File: src/hdl/ket_pkg.sv
// ----------------------------------------------------------------------------
// ket_pkg
// Types and constants shared by the keyed entry table modules.
// ----------------------------------------------------------------------------
`default_nettype none

package ket_pkg;

    localparam int ID_W     = 64;
    localparam int KEY_ID_W = 32;
    localparam int KEY_W    = 64;
    localparam int ACT_W    = 5;
    localparam int KIND_W   = 2;

    localparam logic [ACT_W-1:0] ACTIVE_RESET = 5'd16;

    localparam int IN_DATA_W  = 224;
    localparam int OUT_DATA_W = 104;

    typedef enum logic [KIND_W-1:0] {
        KIND_WRITE = 2'd0,
        KIND_READ  = 2'd1,
        KIND_QUERY = 2'd2
    } kind_t;

    typedef struct packed {
        kind_t               kind;
        logic [ID_W-1:0]     client_id;
        logic [ID_W-1:0]     server_id;
        logic [KEY_ID_W-1:0] key_id;
        logic [KEY_W-1:0]    key_value;
    } req_t;

    typedef struct packed {
        logic                found;
        logic                no_space;
        logic [KEY_ID_W-1:0] out_key_id;
        logic [KEY_W-1:0]    out_key_value;
    } rsp_t;

endpackage

`default_nettype wire

File: src/hdl/ket_out_stage.sv
// ----------------------------------------------------------------------------
// ket_out_stage
// Result register with valid/ready handshake toward the output stream.
// ----------------------------------------------------------------------------
`default_nettype none

module ket_out_stage
    import ket_pkg::*;
(
    input  wire logic clk,
    input  wire logic rst_n,
    input  wire logic in_valid,
    output logic      in_ready,
    input  wire rsp_t in_rsp,
    output logic      out_valid,
    input  wire logic out_ready,
    output rsp_t      out_rsp
);

    logic valid_reg;
    logic valid_next;
    rsp_t rsp_reg;

    assign in_ready   = !valid_reg || out_ready;
    assign valid_next = in_ready ? in_valid : valid_reg;

    always_ff @(posedge clk or negedge rst_n)
    begin
        if (!rst_n)
        begin
            valid_reg <= 1'b0;
        end
        else
        begin
            valid_reg <= valid_next;
        end
    end

    always_ff @(posedge clk)
    begin
        if (in_ready && in_valid)
        begin
            rsp_reg <= in_rsp;
        end
    end

    assign out_valid = valid_reg;
    assign out_rsp   = rsp_reg;

endmodule

`default_nettype wire

File: config.mk
export PLATFORM = sky130hd
export DESIGN_NAME = ket_out_stage
export DESIGN_NICKNAME = d
export VERILOG_FILES = /design/src/hdl/ket_pkg.sv /design/src/hdl/ket_out_stage.sv
export SDC_FILE = /design/constraint.sdc
export NUM_CORES = 1
export LEC_CHECK = 0
export ABC_AREA = 0
export BUFFER_PORTS_ARGS = -buffer_cell sky130_fd_sc_hd__buf_2
export CAP_MARGIN = 20
export CORE_MARGIN = 4
export CORE_UTILIZATION = 41
export DETAILED_ROUTE_END_ITERATION = 8
export PLACE_DENSITY = 0.79
export RECOVER_POWER = 25
export SLEW_MARGIN = 20
export SYNTH_ARGS = -nofsm -noshare
export SYNTH_HDL_FRONTEND = slang
export SYNTH_SLANG_ARGS = --single-unit
File: constraint.sdc
create_clock -name clk -period 2.3 [get_ports clk]
set_input_delay 0.575 -clock clk [delete_from_list [all_inputs] [get_ports clk]]
set_output_delay 0.575 -clock clk [all_outputs]
set_load 0.03 [all_outputs]
After elaboration in Yosys (flattened, before gate mapping)

Index checks and enable logic that the tools add are counted.

Flip-flop bits (word level): 99
Output and inout port bits: 100
Word-level logic and storage cells: 8
Input bits: 102

Reduce and logical (&&, ||, !) cells: 3

Operator list:

| kind              | count |
|---|---|
| $logic_and 1x1->1 | 1 |
| $logic_not 1->1   | 1 |
| $logic_or 1x1->1  | 1 |

Logic depth before layout (Yosys ltp)

Depth in word-level cells: 3
Gate-level depth with buffers: 2
Gate-level depth less buffers: 2

Worst setup path after synthesis

No wires, ideal clock.

Path type: input-to-reg
Start point: input out_ready
End point: register rsp_reg (netlist bit out_rsp[0]), enable pin
Setup slack: 0.377 ns
Stages on the path: 2
Required time: 1.912 ns
Arrival time: 1.535 ns
Path buffers: 0
Library setup time: 0.388 ns
Cell sequence: nand2b_4 -> and2_4

Word-level cells in the longest chain between the ends: 2

Ends and longest elaborated chain:

| what                 | RTL line            | text |
|---|---|---|
| start, declared      | ket_out_stage.sv:16 | `input wire logic out_ready,` |
| $logic_or 1x1->1     | ket_out_stage.sv:24 | `assign in_ready = !valid_reg \|\| out_ready;` |
| $logic_and 1x1->1    | ket_out_stage.sv:41 | `if (in_ready && in_valid)` |
| end signal, assigned | ket_out_stage.sv:43 | `rsp_reg <= in_rsp;` |
| end, declared        | ket_out_stage.sv:22 | `rsp_t rsp_reg;` |

Every way passes these cells.
A chain may end at the register's enable or synchronous reset.

Worst setup path after layout

Start point: register valid_reg, in the netlist out_valid
End point: output in_ready

Word-level cells in the longest chain between the ends: 2

Ends and longest elaborated chain:

| what                   | RTL line            | text |
|---|---|---|
| start, declared        | ket_out_stage.sv:20 | `logic valid_reg;` |
| start signal, assigned | ket_out_stage.sv:35 | `valid_reg <= valid_next;` |
| $logic_not 1->1        | ket_out_stage.sv:24 |  |
| $logic_or 1x1->1       | ket_out_stage.sv:24 |  |
| end, declared          | ket_out_stage.sv:13 | `output logic in_ready,` |

Every way passes these cells.

==> flow_summary.rst <==
.. list-table::
   :header-rows: 1

   * - Metric
     - Value
   * - Count of state elements after synthesis
     - 99
   * - Slowest stage cell on the critical path
     - sky130_fd_sc_hd__dfrtp_1
   * - Deepest clock path buffer count
     - 2
   * - Register clock-pin slew on the reported worst setup and hold paths
     - 90 ps
   * - Global-route wire length before repair
     - 10300 um
   * - Sequential fraction of the synthesis area
     - 0.990
   * - Share of cells above drive strength 1
     - 0.681
   * - Final count of pins violating max slew
     - 0
   * - Proportion of netlist area held by the largest area contributor
     - 0.982
   * - Main area contributors after synthesis
     - sky130_fd_sc_hd__edfxtp_1, sky130_fd_sc_hd__dfrtp_1, sky130_fd_sc_hd__nand2b_4
   * - Worst path required time
     - 1730 ps
   * - Average cell area after synthesis
     - 29.4 sq um
   * - Y dimension of the die
     - 93.5 um
   * - Number of warnings printed during yosys synthesis
     - 0
   * - Number of detailed-route iterations in the first pass
     - 4
   * - Final core utilization
     - 0.625
   * - Arrival @ worst endpoint
     - 1040 ps
   * - Horiz. Die Dim
     - 93.5 um
   * - Critical path class
     - reg -> out
   * - Antenna diode count
     - 0
   * - DIE AREA
     - 8740 sq um
   * - Nets@finish
     - 418
   * - Crit path time final
     - 1610 ps
   * - Startpoint class of the critical path
     - register
   * - Final setup violation count
     - 0
   * - Routed WL
     - 7350 um
   * - Antenna violations before repair
     - 0
   * - Latest clock arrival within the worst-skew pair
     - 350 ps
   * - Global-route usage over all layers
     - 0.165
   * - Number of clock buffers inserted by TritonCTS
     - 9
   * - Max Cap Violations
     - 0
   * - Relative slew margins
     - 0.634
   * - Total number of H-tree levels
     - 3
   * - Type of element capturing the critical path
     - output pin
   * - CP peak stage delay
     - 410 ps
   * - Initial cell density of the core
     - 0.432
   * - Overall power
     - 3.62 mW
   * - Sum of overflow across all layers after global routing
     - 0
   * - Final setup TNS
     - 0 ps
   * - Max VDD drop
     - 0.000394 V
   * - Leading area contributor after synthesis
     - sky130_fd_sc_hd__edfxtp_1
   * - Buffer count from post-CTS setup fixing
     - 0
   * - Number of vias per cell
     - 4.38
   * - Syn nets
     - 204
   * - Count of buffers from port buffering
     - 201
   * - Vias in the first global route
     - 1925
   * - Maximum number of pins on one net before global-route repair
     - 99
   * - Clock root buffer
     - sky130_fd_sc_hd__clkbuf_8
   * - Static leakage
     - 1.85 nW
   * - Result of the run
     - finished clean
   * - Smallest hold slack
     - 393 ps
   * - Floorplan core area
     - 6940 sq um
   * - Power density of the placed cells
     - 833 nW/um^2
   * - Area growth, synth to finish
     - 44.9%
   * - Unrepaired setup endpoints after global routing
     - no
   * - Critical path, cell by cell
     - nand2b_4 > buf_2
   * - Count of unique library cells instantiated by Yosys
     - 5
   * - Number of DRC markers after the initial detailed-route iteration
     - 67
   * - Final weighted congestion in routability-driven placement
     - 0.740
   * - Per-cell routed wire length
     - 17.7 um
   * - Transition time at the pin with the least slew margin
     - 548 ps
   * - Total count of hold-check failures in the final report
     - 0
   * - Netlist area before placement
     - 3000 sq um
   * - Final period util
     - 0.701
   * - Number of primary I/O pins
     - 202
   * - Cell count after synthesis
     - 102
   * - Layout Skew
     - 6.94 ps
   * - Worst min path class
     - in -> reg
   * - Maximum operating frequency
     - 0.620 GHz
   * - Remaining antenna violation count
     - 0
   * - Standard-cell rows
     - 30
   * - DRC
     - 0
   * - Vias after detailed routing
     - 1822
   * - TritonCTS clock tree
     - built
   * - Maximum fanout count along the critical path
     - 3
   * - Number of clock sinks seen by CTS
     - 99
==> final cells by class <==
cell class / count / area (sq um)
timing repair buffer: 203 / 1040
multi-input combinational: 3 / 28.8
clock inverter: 5 / 62.6
sequential: 99 / 2970
clock buffer: 10 / 128
fill: 521 / 2600
tap: 96 / 120
==> where the power goes <==
part | total, mW | internal [mW] | leakage (nW) | switching [mW]
Combinational | 0.429 | 0.130 | 0.819 | 0.299
Sequential | 2.12 | 2.10 | 0.944 | 0.0227
Clock | 1.07 | 0.503 | 0.0890 | 0.564
==> kinds of logic after synthesis <==
family / synth area share
simple gates: 0.00960
flops: 0.990
==> Yosys cell counts <==
cell type / number
sky130_fd_sc_hd__and2_4: 1
sky130_fd_sc_hd__dfrtp_1: 1
sky130_fd_sc_hd__edfxtp_1: 98
sky130_fd_sc_hd__nand2b_1: 1
sky130_fd_sc_hd__nand2b_4: 1
==> path summary, 6_finish.rpt <==
| check | start | end | slack, ps | cells after the start |
|---|---|---|---|---|
| min in group asynchronous | rst_n | out_valid | 510 | 2 |
| min | in_rsp[97] | out_rsp[97] | 390 | 1 |
| max | out_valid | in_ready | 690 | 2 |
| min reg2reg | out_valid | out_valid | 550 | 2 |
| max reg2reg | out_valid | out_rsp[22] | 830 | 3 |
| max in group asynchronous | rst_n | out_valid | 1700 | 2 |
==> cells in the final DEF (no fill, tap or decap) <==
cell type / n
sky130_fd_sc_hd__clkbuf_8: 9
sky130_fd_sc_hd__buf_2: 201
sky130_fd_sc_hd__nand2b_4: 1
sky130_fd_sc_hd__dlygate4sd3_1: 1
sky130_fd_sc_hd__inv_6: 1
sky130_fd_sc_hd__edfxtp_1: 98
sky130_fd_sc_hd__clkinvlp_4: 2
sky130_fd_sc_hd__and2_4: 1
sky130_fd_sc_hd__clkinv_4: 1
sky130_fd_sc_hd__nand2b_1: 1
sky130_fd_sc_hd__bufinv_16: 1
sky130_fd_sc_hd__clkbuf_1: 1
sky130_fd_sc_hd__buf_12: 1
sky130_fd_sc_hd__dfrtp_1: 1
==> flip-flops by register name, summed over array words and instances, names as in the netlist <==
signal	count
out_rsp	98
out_valid	1
==> critical path: cells and delay by family (launching register included) <==
family | cells | cell delay [ps]
simple gates | 1 | 80
flops | 1 | 410
buf+inv | 1 | 200
==> stage by stage <==
stage               area, sq um  worst slack [ps]  std cells
detailed placement         4140               575        400
global route               4340               642        416
finish                     4340               687        416
CTS                        4340               654        416
global placement           4140               596        400
floorplan                  3000               377        102
==> layer usage <==
layer	part of all wire	wire, um	vias up	track usage
met5	0	0	-	0
met4	0.019	138	0	0.0769
met3	0.12	904	12	0.0772
met2	0.53	3920	117	0.298
met1	0.32	2390	858	0.155
li1	-	-	835	-
==> what timing repair did <==
item	in CTS	in global routing
gates resized for setup	0	0
hold buffers	1	0
hold endpoints to repair	1	0
Note: power is estimated with default switching activity, not from simulation.
